## src/rtl/smmv_pkg.sv

```systemverilog
// Shared constants and types of the sample statistics unit.
package smmv_pkg;

	localparam int SAMPLE_BITS = 16;
	localparam int FRAC_BITS   = 16;
	localparam int SAMPLES_MAX = 65536;

	localparam int COUNT_W = 17;
	localparam int SUM_W   = 32;
	localparam int SQSUM_W = 47;
	localparam int MEAN_W  = 32;
	localparam int VAR_W   = 47;

	// n*sumsq - sum^2 always fits here; every product of the shared multiplier does too
	localparam int DIFF_W  = 63;
	localparam int PROD_W  = DIFF_W;
	localparam int MUL_W   = 32;
	localparam int LO_W    = 24;

	localparam int DVD_W   = DIFF_W + FRAC_BITS;
	localparam int DVS_W   = 2 * COUNT_W - 1;
	localparam int DCNT_W  = $clog2(DVD_W);

	localparam int TDATA_IN_W  = 16;
	localparam int TDATA_OUT_W = 128;

	typedef struct packed {
		logic [COUNT_W-1:0]        count;
		logic signed [SUM_W-1:0]   sum;
		logic [SQSUM_W-1:0]        sqsum;
		logic signed [SAMPLE_BITS-1:0] min;
		logic signed [SAMPLE_BITS-1:0] max;
		logic                      dropped;
	} stats_t;

	typedef struct packed {
		logic done;
		logic rem_nz;
	} div_status_t;

endpackage

```

## src/rtl/smmv_accum.sv

```systemverilog
// Running count, sum, sum of squares, minimum and maximum of one sample set.
module smmv_accum (
	input  logic                                  clk,
	input  logic                                  arst_n,
	input  logic                                  upd,
	input  logic                                  clr,
	input  logic signed [smmv_pkg::SAMPLE_BITS-1:0] sample,
	output smmv_pkg::stats_t                      stats
);

	smmv_pkg::stats_t stats_q;
	logic signed [2*smmv_pkg::SAMPLE_BITS-1:0] sq;
	logic                                      room;

	assign sq    = sample * sample;
	assign room  = stats_q.count != smmv_pkg::COUNT_W'(smmv_pkg::SAMPLES_MAX);
	assign stats = stats_q;

	always_ff @(posedge clk or negedge arst_n) begin
		if (!arst_n) begin
			stats_q.count   <= '0;
			stats_q.sum     <= '0;
			stats_q.sqsum   <= '0;
			stats_q.min     <= {1'b0, {(smmv_pkg::SAMPLE_BITS-1){1'b1}}};
			stats_q.max     <= {1'b1, {(smmv_pkg::SAMPLE_BITS-1){1'b0}}};
			stats_q.dropped <= 1'b0;
		end else if (clr) begin
			stats_q.count   <= '0;
			stats_q.sum     <= '0;
			stats_q.sqsum   <= '0;
			stats_q.min     <= {1'b0, {(smmv_pkg::SAMPLE_BITS-1){1'b1}}};
			stats_q.max     <= {1'b1, {(smmv_pkg::SAMPLE_BITS-1){1'b0}}};
			stats_q.dropped <= 1'b0;
		end else if (upd) begin
			if (room) begin
				stats_q.count <= stats_q.count + smmv_pkg::COUNT_W'(1);
				stats_q.sum   <= stats_q.sum + smmv_pkg::SUM_W'(sample);
				stats_q.sqsum <= stats_q.sqsum + smmv_pkg::SQSUM_W'($unsigned(sq));
				if (sample < stats_q.min) begin
					stats_q.min <= sample;
				end
				if (sample > stats_q.max) begin
					stats_q.max <= sample;
				end
			end else begin
				// set is full: drop the sample, remember it
				stats_q.dropped <= 1'b1;
			end
		end
	end

endmodule

```

## src/rtl/smmv_divider.sv

```systemverilog
// Restoring divider, one quotient bit per cycle, shared by mean and variance.
module smmv_divider (
	input  logic                         clk,
	input  logic                         arst_n,
	input  logic                         start,
	input  logic [smmv_pkg::DVD_W-1:0]   dividend,
	input  logic [smmv_pkg::DVS_W-1:0]   divisor,
	output logic [smmv_pkg::DVD_W-1:0]   quotient,
	output smmv_pkg::div_status_t        status
);

	logic [smmv_pkg::DVD_W-1:0]  work_q;
	logic [smmv_pkg::DVS_W-1:0]  rem_q;
	logic [smmv_pkg::DVS_W-1:0]  dvs_q;
	logic [smmv_pkg::DCNT_W-1:0] cnt_q;
	logic                        busy_q;
	logic                        done_q;
	logic [smmv_pkg::DVS_W:0]    shifted;
	logic [smmv_pkg::DVS_W:0]    diff;
	logic                        fits;

	assign shifted = {rem_q, work_q[smmv_pkg::DVD_W-1]};
	assign diff    = shifted - {1'b0, dvs_q};
	assign fits    = shifted >= {1'b0, dvs_q};

	assign quotient      = work_q;
	assign status.done   = done_q;
	assign status.rem_nz = rem_q != '0;

	always_ff @(posedge clk or negedge arst_n) begin
		if (!arst_n) begin
			busy_q <= 1'b0;
			done_q <= 1'b0;
			cnt_q  <= '0;
		end else begin
			done_q <= busy_q && (cnt_q == smmv_pkg::DCNT_W'(smmv_pkg::DVD_W - 1));
			if (start) begin
				busy_q <= 1'b1;
				cnt_q  <= '0;
			end else if (busy_q) begin
				cnt_q <= cnt_q + smmv_pkg::DCNT_W'(1);
				if (cnt_q == smmv_pkg::DCNT_W'(smmv_pkg::DVD_W - 1)) begin
					busy_q <= 1'b0;
				end
			end
		end
	end

	// dividend shifts out at the top while quotient bits shift in at the bottom
	always_ff @(posedge clk) begin
		if (start) begin
			work_q <= dividend;
			rem_q  <= '0;
			dvs_q  <= divisor;
		end else if (busy_q) begin
			work_q <= {work_q[smmv_pkg::DVD_W-2:0], fits};
			rem_q  <= fits ? diff[smmv_pkg::DVS_W-1:0] : shifted[smmv_pkg::DVS_W-1:0];
		end
	end

endmodule

```

## src/rtl/sample_min_max_mean_variance_unit.sv

```systemverilog
// Top level: sample statistics with a multiply/divide sequencer and result register.
// Throughput: one sample per cycle while a set is gathered.
// A last sample holds s_tready low through five multiply/accumulate steps, then two
// 79-step restoring divisions (mean, then variance), then the load.
// The result shows on m_tvalid with the load, which waits while an earlier result is stalled.
// Reset (arst_n low) clears the running statistics and drops any pending result.
module sample_min_max_mean_variance_unit (
	input  logic                                clk,
	input  logic                                arst_n,
	input  logic                                s_tvalid,
	output logic                                s_tready,
	input  logic [smmv_pkg::TDATA_IN_W-1:0]     s_tdata,  // [15:0] sample_value
	input  logic                                s_tlast,  // last_sample
	output logic                                m_tvalid,
	input  logic                                m_tready,
	output logic [smmv_pkg::TDATA_OUT_W-1:0]    m_tdata,  // sample_count, minimum, maximum,
	                                                      // mean_q16, variance_q16
	output logic                                m_tuser   // overflow
);

	typedef enum logic [3:0] {
		ST_IDLE, ST_NN, ST_SQ, ST_LO, ST_HI, ST_ADD,
		ST_MEAN_GO, ST_MEAN_WAIT, ST_VAR_GO, ST_VAR_WAIT, ST_OUT
	} state_t;

	state_t                              state_q;
	smmv_pkg::stats_t                    stats;
	smmv_pkg::div_status_t               div_st;
	logic [smmv_pkg::DVD_W-1:0]          quotient;
	logic [smmv_pkg::DVD_W-1:0]          dividend;
	logic [smmv_pkg::DVS_W-1:0]          divisor;
	logic                                accept;
	logic                                clr;
	logic                                div_start;
	logic [smmv_pkg::SUM_W-1:0]          mag;
	logic [smmv_pkg::MUL_W-1:0]          mul_a;
	logic [smmv_pkg::MUL_W-1:0]          mul_b;
	logic [2*smmv_pkg::MUL_W-1:0]        prod;
	logic [smmv_pkg::PROD_W-1:0]         prod_q;
	logic [smmv_pkg::DIFF_W-1:0]         acc_q;
	logic [smmv_pkg::DVS_W-1:0]          nn_q;
	logic [smmv_pkg::MEAN_W-1:0]         q_mean;
	logic [smmv_pkg::MEAN_W-1:0]         mean_q;
	logic [smmv_pkg::VAR_W-1:0]          var_q;
	logic                                out_valid_q;
	logic [smmv_pkg::TDATA_OUT_W-1:0]    out_data_q;
	logic                                out_user_q;

	assign s_tready = state_q == ST_IDLE;
	assign accept   = s_tvalid && s_tready;
	assign clr      = (state_q == ST_OUT) && (!out_valid_q || m_tready);
	assign m_tvalid = out_valid_q;
	assign m_tdata  = out_data_q;
	assign m_tuser  = out_user_q;

	smmv_accum u_accum (
		.clk    (clk),
		.arst_n (arst_n),
		.upd    (accept),
		.clr    (clr),
		.sample (s_tdata[smmv_pkg::SAMPLE_BITS-1:0]),
		.stats  (stats)
	);

	assign mag = stats.sum[smmv_pkg::SUM_W-1] ? smmv_pkg::SUM_W'(-stats.sum)
	                                          : smmv_pkg::SUM_W'(stats.sum);

	// operand select for the shared multiplier
	always_comb begin
		mul_a = smmv_pkg::MUL_W'(stats.count);
		mul_b = smmv_pkg::MUL_W'(stats.count);
		case (state_q)
			ST_SQ: begin
				mul_a = mag;
				mul_b = mag;
			end
			ST_LO: begin
				mul_b = smmv_pkg::MUL_W'(stats.sqsum[smmv_pkg::LO_W-1:0]);
			end
			ST_HI: begin
				mul_b = smmv_pkg::MUL_W'(stats.sqsum[smmv_pkg::SQSUM_W-1:smmv_pkg::LO_W]);
			end
			default: begin
			end
		endcase
	end

	assign prod = mul_a * mul_b;

	assign div_start = (state_q == ST_MEAN_GO) || (state_q == ST_VAR_GO);
	assign dividend  = (state_q == ST_MEAN_GO)
		? smmv_pkg::DVD_W'({mag, {smmv_pkg::FRAC_BITS{1'b0}}})
		: {acc_q, {smmv_pkg::FRAC_BITS{1'b0}}};
	assign divisor   = (state_q == ST_MEAN_GO) ? smmv_pkg::DVS_W'(stats.count) : nn_q;
	assign q_mean    = quotient[smmv_pkg::MEAN_W-1:0];

	smmv_divider u_divider (
		.clk      (clk),
		.arst_n   (arst_n),
		.start    (div_start),
		.dividend (dividend),
		.divisor  (divisor),
		.quotient (quotient),
		.status   (div_st)
	);

	always_ff @(posedge clk) begin
		prod_q <= prod[smmv_pkg::PROD_W-1:0];
	end

	always_ff @(posedge clk or negedge arst_n) begin
		if (!arst_n) begin
			state_q     <= ST_IDLE;
			out_valid_q <= 1'b0;
			out_data_q  <= '0;
			out_user_q  <= 1'b0;
			nn_q        <= '0;
			acc_q       <= '0;
			mean_q      <= '0;
			var_q       <= '0;
		end else begin
			if (clr) begin
				out_valid_q <= 1'b1;
			end else if (m_tready) begin
				out_valid_q <= 1'b0;
			end
			case (state_q)
				ST_IDLE: begin
					if (accept && s_tlast) begin
						state_q <= ST_NN;
					end
				end
				ST_NN: begin
					state_q <= ST_SQ;
				end
				ST_SQ: begin
					nn_q    <= prod_q[smmv_pkg::DVS_W-1:0];
					state_q <= ST_LO;
				end
				ST_LO: begin
					acc_q   <= '0 - prod_q;
					state_q <= ST_HI;
				end
				ST_HI: begin
					acc_q   <= acc_q + prod_q;
					state_q <= ST_ADD;
				end
				ST_ADD: begin
					acc_q   <= acc_q + (prod_q << smmv_pkg::LO_W);
					state_q <= ST_MEAN_GO;
				end
				ST_MEAN_GO: begin
					state_q <= ST_MEAN_WAIT;
				end
				ST_MEAN_WAIT: begin
					if (div_st.done) begin
						// floor toward minus infinity for a negative sum
						mean_q  <= stats.sum[smmv_pkg::SUM_W-1]
							? '0 - (q_mean + smmv_pkg::MEAN_W'(div_st.rem_nz))
							: q_mean;
						state_q <= ST_VAR_GO;
					end
				end
				ST_VAR_GO: begin
					state_q <= ST_VAR_WAIT;
				end
				ST_VAR_WAIT: begin
					if (div_st.done) begin
						var_q   <= quotient[smmv_pkg::VAR_W-1:0];
						state_q <= ST_OUT;
					end
				end
				ST_OUT: begin
					// hold until the previous result has been taken
					if (clr) begin
						out_data_q <= {var_q, mean_q, stats.max, stats.min, stats.count};
						out_user_q <= stats.dropped;
						state_q    <= ST_IDLE;
					end
				end
				default: begin
					state_q <= ST_IDLE;
				end
			endcase
		end
	end

endmodule

```

## config.mk

```make
export PLATFORM = sky130hd
export DESIGN_NAME = sample_min_max_mean_variance_unit
export DESIGN_NICKNAME = d
export VERILOG_FILES = /design/src/rtl/smmv_pkg.sv /design/src/rtl/smmv_accum.sv /design/src/rtl/smmv_divider.sv /design/src/rtl/sample_min_max_mean_variance_unit.sv
export SDC_FILE = /design/constraint.sdc
export NUM_CORES = 2
export LEC_CHECK = 0
export BUFFER_PORTS_ARGS = -buffer_cell sky130_fd_sc_hd__buf_2
export CELL_PAD_IN_SITES_DETAIL_PLACEMENT = 1
export CELL_PAD_IN_SITES_GLOBAL_PLACEMENT = 1
export CORE_UTILIZATION = 55
export DETAILED_ROUTE_END_ITERATION = 6
export PLACE_DENSITY_LB_ADDON = 0.1
export SETUP_SLACK_MARGIN = 0.2
export SYNTH_ARGS = -nofsm -noshare
export SYNTH_HDL_FRONTEND = slang
export SYNTH_SLANG_ARGS = --single-unit
```

## constraint.sdc

```tcl
create_clock -name clk -period 16.5 [get_ports clk]
set_input_delay 3.3 -clock clk [delete_from_list [all_inputs] [get_ports clk]]
set_output_delay 3.3 -clock clk [all_outputs]
set_load 0.01 [all_outputs]
```

# Word level (Yosys, flattened, before mapping)
# Index checks and enable logic that the tools add are counted.
# classes
n_reduce_logical,24
n_eq_ne,17
div_mod_pow,0
muxes,28
n_bitwise,0
n_lt_le_gt_ge,3
n_addsub,11
n_shift,0
n_mul,2
# op_table
cell,n
$mux 129,2
$mux 79,3
$pmux 63 s3,1
$mux 128,1
$add 63x63->63,2
$mux 32,3
$pmux 32 s3,1
$mul 32x32->63,1
$sub 1x63->63 const A,1
$add 47x32->47,1
$pmux 4 s11,1
$ge 34x33->1,1
$mux 33,1
$reduce_bool 33->1,1
$sub 33x33->33,1
$add 32x1->32,1
$add 32x16->32,1
$mul 16x16->32,1
$mux 16,2
$neg 32->32,1
$sub 1x32->32 const A,1
$add 17x1->17 const B,1
$mux 17,1
$ne 17x17->1 const B,1
22 further kinds,54
# word_totals
rom_bits,0
reg_bits,655
latchBits,0
elab_cells,107
out_inout_bits,131
n_memories,0
ram_bits,0

# Longest topological paths before layout
# depth
ltp_word,5
ltp_mapped,41
depth_no_buf,38

# Modules after synthesis
# From an unflattened synthesis, not the netlist that was laid out.
# unflattened
hier_cells,9637
area_unflattened_um2,82750.6
# by_module_without_submodules
module,area_each_um2,instances,cells_each
sample_min_max_mean_variance_unit,56223.9,1,6826
smmv_accum,18236.2,1,2075
smmv_divider,8290.5,1,736

# Worst setup path before layout
# Ideal clock, no wire load.
# synth_path
path_type,input -> register
startpoint,input s_tdata[9] in the netlist's numbering
endpoint,"register u_accum.stats_q, in the netlist u_accum.stats[79]"
required_ps,16368
t_arrival_ps,10953
path_stages,36
slack_ps,5415
cell_sequence,clkbuf_1 > inv_1 > clkbuf_1 > nor2_1 > fa_1 > inv_1 > fa_1 > fa_1 > inv_1 > fa_1 > inv_1 > fa_1 > inv_1 > fa_1 > ha_1 > a21o_1 > a21o_1 > a21oi_1 > nor2b_1 > o21ai_0 > o211ai_1 > a31o_2 > a21o_1 > a21oi_1 > xnor2_1 > ha_1 > and3_1 > nand2_1 > o21ai_0 > or3_1 > o211ai_1 > o22ai_1 > a221o_1 > nand4_1 > xor2_1 > nor2_1
# synth_via
elab_chain_cells,5
# synth_lines
item,line_no,text
start: declaration,sample_min_max_mean_variance_unit.sv:12,"input logic [smmv_pkg::TDATA_IN_W-1:0] s_tdata,"
$mul 16x16->32,smmv_accum.sv:15,assign sq = sample * sample;
$add 47x32->47,smmv_accum.sv:38,stats_q.sqsum <= stats_q.sqsum + smmv_pkg::SQSUM_W'($unsigned(sq));
$mux 128,smmv_accum.sv:35,if (room) begin
$mux 129,smmv_accum.sv:34,end else if (upd) begin
$mux 129,smmv_accum.sv:27,end else if (clr) begin
end: declaration,smmv_accum.sv:11,smmv_pkg::stats_t stats_q;
# No other way between the ends. The select of a mux whose other input is x is not followed.
# A chain may end at the register's enable or synchronous reset.

# Worst setup path in the final report
# layout_path
startpoint,register state_q[0]
endpoint,register prod_q[59] in the netlist's numbering
# layout_via
elab_chain_cells,3
# layout_lines
item,line_no,text
start: declaration,sample_min_max_mean_variance_unit.sv:26,state_t state_q;
start signal: assignment,sample_min_max_mean_variance_unit.sv:113,state_q <= ST_IDLE;
start signal: assignment,sample_min_max_mean_variance_unit.sv:130,state_q <= ST_NN;
start signal: assignment,sample_min_max_mean_variance_unit.sv:134,state_q <= ST_SQ;
$eq 4x3->1 / $eq 4x2->1 (equally long branches),sample_min_max_mean_variance_unit.sv:72,case (state_q)
$pmux 32 s3 / $mux 32 (equally long branches),sample_min_max_mean_variance_unit.sv:72,
$mul 32x32->63 (*),sample_min_max_mean_variance_unit.sv:88,assign prod = mul_a * mul_b;
via prod (one bit),sample_min_max_mean_variance_unit.sv:38,logic [2*smmv_pkg::MUL_W-1:0] prod;
end signal: assignment,sample_min_max_mean_variance_unit.sv:108,prod_q <= prod[smmv_pkg::PROD_W-1:0];
end: declaration,sample_min_max_mean_variance_unit.sv:39,logic [smmv_pkg::PROD_W-1:0] prod_q;
# The timed path passes the listed nets; every way through them passes the cells marked *.

==> impl_metrics.sql <==
INSERT INTO impl_metrics (metric_group, metric, value, unit) VALUES
('outcome', 'outcome', 'finished with violations', ''),
('outcome', 'violated_checks', 'slew limit', ''),
('job', 'cap_violations', '0', ''),
('placed_design', 'dp_hpwl', '237000', 'µm'),
('synthesis', 'synth.top_cell.area_share', '28.3', '%'),
('sta', 'report.final.hold_viol_count', '0', ''),
('route', 'detail_route.wl_per_cell', '26.9', 'µm'),
('hold_path', 'hold_path.class', 'reg2reg', ''),
('layout', 'design.final.nets', '10900', ''),
('sta', 'final_max_slew_viol_count', '2', ''),
('clock_network', 'clock_transition_at_the_register_clock_pins_on_the_worst_setup_and_hold_paths_after_cts', '0.06', 'ns'),
('route', 'dr_total_vias', '68600', ''),
('synthesis', 'synthesis.area_per_instance', '8.80', 'µm²'),
('die', 'std_cell_rows', '140', ''),
('global_route', 'maximum_number_of_pins_on_one_net_before_global_route_repair', '96', ''),
('synthesis', 'synth.yosys.warnings', '0', ''),
('layout', 'layout-drive-gt1-share', '6.47', '%'),
('global_route', 'grt.met1_usage', '49.5', '%'),
('sta', 'max_slew_margin', '-2.93', '%'),
('sta', 'report.final.setup_viol', '0', ''),
('worst_setup_path', 'crit_arrival', '13.96', 'ns'),
('hold_path', 'hold_path_depth', '2', ''),
('route', 'viasPerCell', '6.15', ''),
('die', 'fp.dieW', '385', 'µm'),
('layout', 'fin_cells', '11200', ''),
('die', 'io_pins', '152', ''),
('sta', 'fmax', '74.9', 'MHz'),
('route', 'drt_iter0_drc', '5125', ''),
('synthesis', 'synth_cells', '9154', ''),
('layout', 'final_core_utilization', '59.3', '%'),
('sta', 'tns', '0', 'ns'),
('synthesis', 'netlist_area', '80500', 'µm²'),
('placed_design', 'placer_s_final_routability_congestion_estimate', '0.984', ''),
('clock_network', 'cts_buffers', '80', ''),
('worst_setup_path', 'timing.critical_path.mode_cell', 'fa_1', ''),
('synthesis', 'ys_dominant_reg_cell', 'dfrtp_1', ''),
('clock_network', 'postCtsHoldBufs', '0', ''),
('clock_network', 'clock_sinks', '655', ''),
('clock_network', 'cts_root_buffer', 'clkbuf_16', ''),
('sta', 'min_period_over_period', '80.9', '%'),
('hold_path', 'timing.hold.worst.start', 'var_q[35]', ''),
('die', 'initial_core_util', '55.3', '%'),
('global_route', 'antenna_found_initial', '25', ''),
('sta', 'clock-skew-final', '0.0469', 'ns'),
('worst_setup_path', 'worstSetupPathType', 'reg2reg', ''),
('synthesis', 'netlist_top_cells_area', 'fa_1 (28%), dfrtp_1 (13%), ha_1 (9.4%)', ''),
('synthesis', 'sequential_cell_area_fraction_in_the_yosys_report', '20.5', '%'),
('worst_setup_path', 'start_kind', 'flop', ''),
('route', 'ant_nets', '0', ''),
('sta', 'max_slew.worst_pin.slew', '1.54', 'ns'),
('synthesis', 'asyncSetResetFlopFracSynth', '68.2', '%'),
('clock_network', 'clk-insertion-delay-late', '0.73', 'ns'),
('route', 'drt-pass1-iter-count', '6', ''),
('hold_path', 'hold_end', 'm_tdata[116]', ''),
('route', 'wirelength', '300000', 'µm'),
('layout', 'synthToLayoutAreaGrowth', '7.28', '%'),
('placed_design', 'port-buffer-count', '151', ''),
('global_route', 'grt.busiest_layer', 'met2', ''),
('worst_setup_path', 'setup.worst_path.end_class', 'flop', ''),
('global_route', 'grt_met3_use', '10.0', '%'),
('power', 'p_per_area', '191', 'nW/µm²'),
('worst_setup_path', 'timing.rr.end', 'prod_q[59]', ''),
('sta', 'grt_setup_unrepaired', 'no', ''),
('global_route', 'global_route.usage.met2', '66.8', '%'),
('global_route', 'first_global_vias', '75100', ''),
('die', 'design.die.area', '148000', 'µm²'),
('synthesis', 'yosys.cell_types.count', '100', ''),
('clock_network', 'cts_repair_resize_count', '0', ''),
('synthesis', 'postSynthRegisterBits', '655', ''),
('clock_network', 'clock_tree.buffer_depth', '3', ''),
('global_route', 'grt.total_usage', '41.2', '%');
[stage by stage]
stage / instance area (µm²) / total power [mW] / setup slack, ns / hold slack (ns)
2_1_floorplan: 80600 / 11.1 / 5.41 / 0.435
4_1_cts: 86400 / 16.4 / 3.60 / 0.464
3_3_place_gp: 83600 / 13.9 / 3.96 / 0.445
6_report: 86400 / 16.5 / 3.15 / 0.463
5_1_grt: 86400 / 17.8 / 3.24 / 0.482
3_5_place_dp: 83600 / 14.4 / 3.71 / 0.455
[area by class of cell]
type                    instances  area, µm²
diodes                          6       15.0
clock buffers                 111       2290
clock inverters                37        449
fillers                     17000      59200
inverters                    1492       5600
multi-input cells            6648      57300
flip-flops and latches        655      16500
well taps                    1917       2400
repair buffers                288       1810
[where the power goes]
part | internal (mW) | switching (mW) | leakage (nW)
logic | 4.71 | 7.28 | 34.9
registers | 2.12 | 0.534 | 7.88
clock network | 1.09 | 0.787 | 1.35
total | 7.92 | 8.60 | 44.1
[how the worst max path moves through the flow]
| stage | cells past startpoint | slack [ns] | to |
|---|---|---|---|
| global placement | 33 | 3.96 | prod_q[59] |
| finish | 33 | 3.15 | prod_q[59] |
| CTS | 33 | 3.60 | prod_q[59] |
| global route | 33 | 3.24 | prod_q[59] |
| detailed placement | 33 | 3.71 | prod_q[59] |
| floorplan | 36 | 5.41 | u_accum.stats[79] |
[flip-flops by register name, summed over array words and instances (netlist names), 4 cells and up]
name                flops
acc_q                  63
var_q                  47
u_divider.rem_q        33
mean_q                 32
state_q                 4
prod_q                 63
u_divider.quotient     79
u_divider.cnt_q         7
u_accum.stats         129
m_tdata               128
u_divider.dvs_q        33
nn_q                   33
[cell families after synthesis]
| kind of cell | share of synthesized area (%) |
|---|---|
| AO/OA/AOI/OAI | 12.3 |
| XOR/XNOR | 4.48 |
| adder cells (fa/ha/maj) | 37.7 |
| buffers and inverters | 8.80 |
| flip-flops | 20.5 |
| multiplexers | 1.26 |
| other | 0.00933 |
| AND/OR/NAND/NOR | 14.9 |
[worst max-delay path, delay by kind of cell, from the launching register on]
kind	cells	cell delay [ns]
and+or+nand+nor	7	2.12
buffers and inverters	7	2.02
AOI/OAI and AO/OA	10	4.71
adders and majority gates	9	3.95
DFF	1	0.34
[synth_stat cells (26+ instances only)]
cell      count
nor2_1      798
a22oi_1      37
a22o_1       33
nand4_1      51
nand3_1     171
edfxtp_1    112
and2_1       39
inv_1      1481
nor2b_1      38
ha_1        608
a31oi_1      44
a211oi_1     60
dfrtp_1     431
fa_1       1138
mux2i_1      44
a21o_1      208
o31ai_1      32
mux2_2       51
nand2b_1     54
o211ai_1     26
buf_1        32
o21bai_1     37
or3_1        37
xnor2_1     212
nor4_1       27
clkbuf_1    336
nand2_1    1371
and3_1       49
dfxtp_1      96
xor2_1      192
nor3_1       95
o21ai_0     400
a21oi_1     411
o21a_1       49
[placed cells by master (no fill, tap or decap), drive strengths merged, types with 171 or more instances in the layout]
cell type / synthesis / layout
fa: 1138 / 1138
nand3: 171 / 171
nand2: 1374 / 1374
xor2: 193 / 193
dfrtp: 431 / 431
a21oi: 412 / 412
inv: 1489 / 1494
o21ai: 416 / 416
ha: 608 / 608
a21o: 208 / 208
xnor2: 214 / 214
buf: 51 / 288
nor2: 799 / 799
[layer usage]
metal	wire length [µm]	up-vias
met5	192	-
met4	21700	30
met3	26800	1053
met2	139000	2928
met1	112000	35200
li1	-	29400
(Power assumes the default switching activity.)
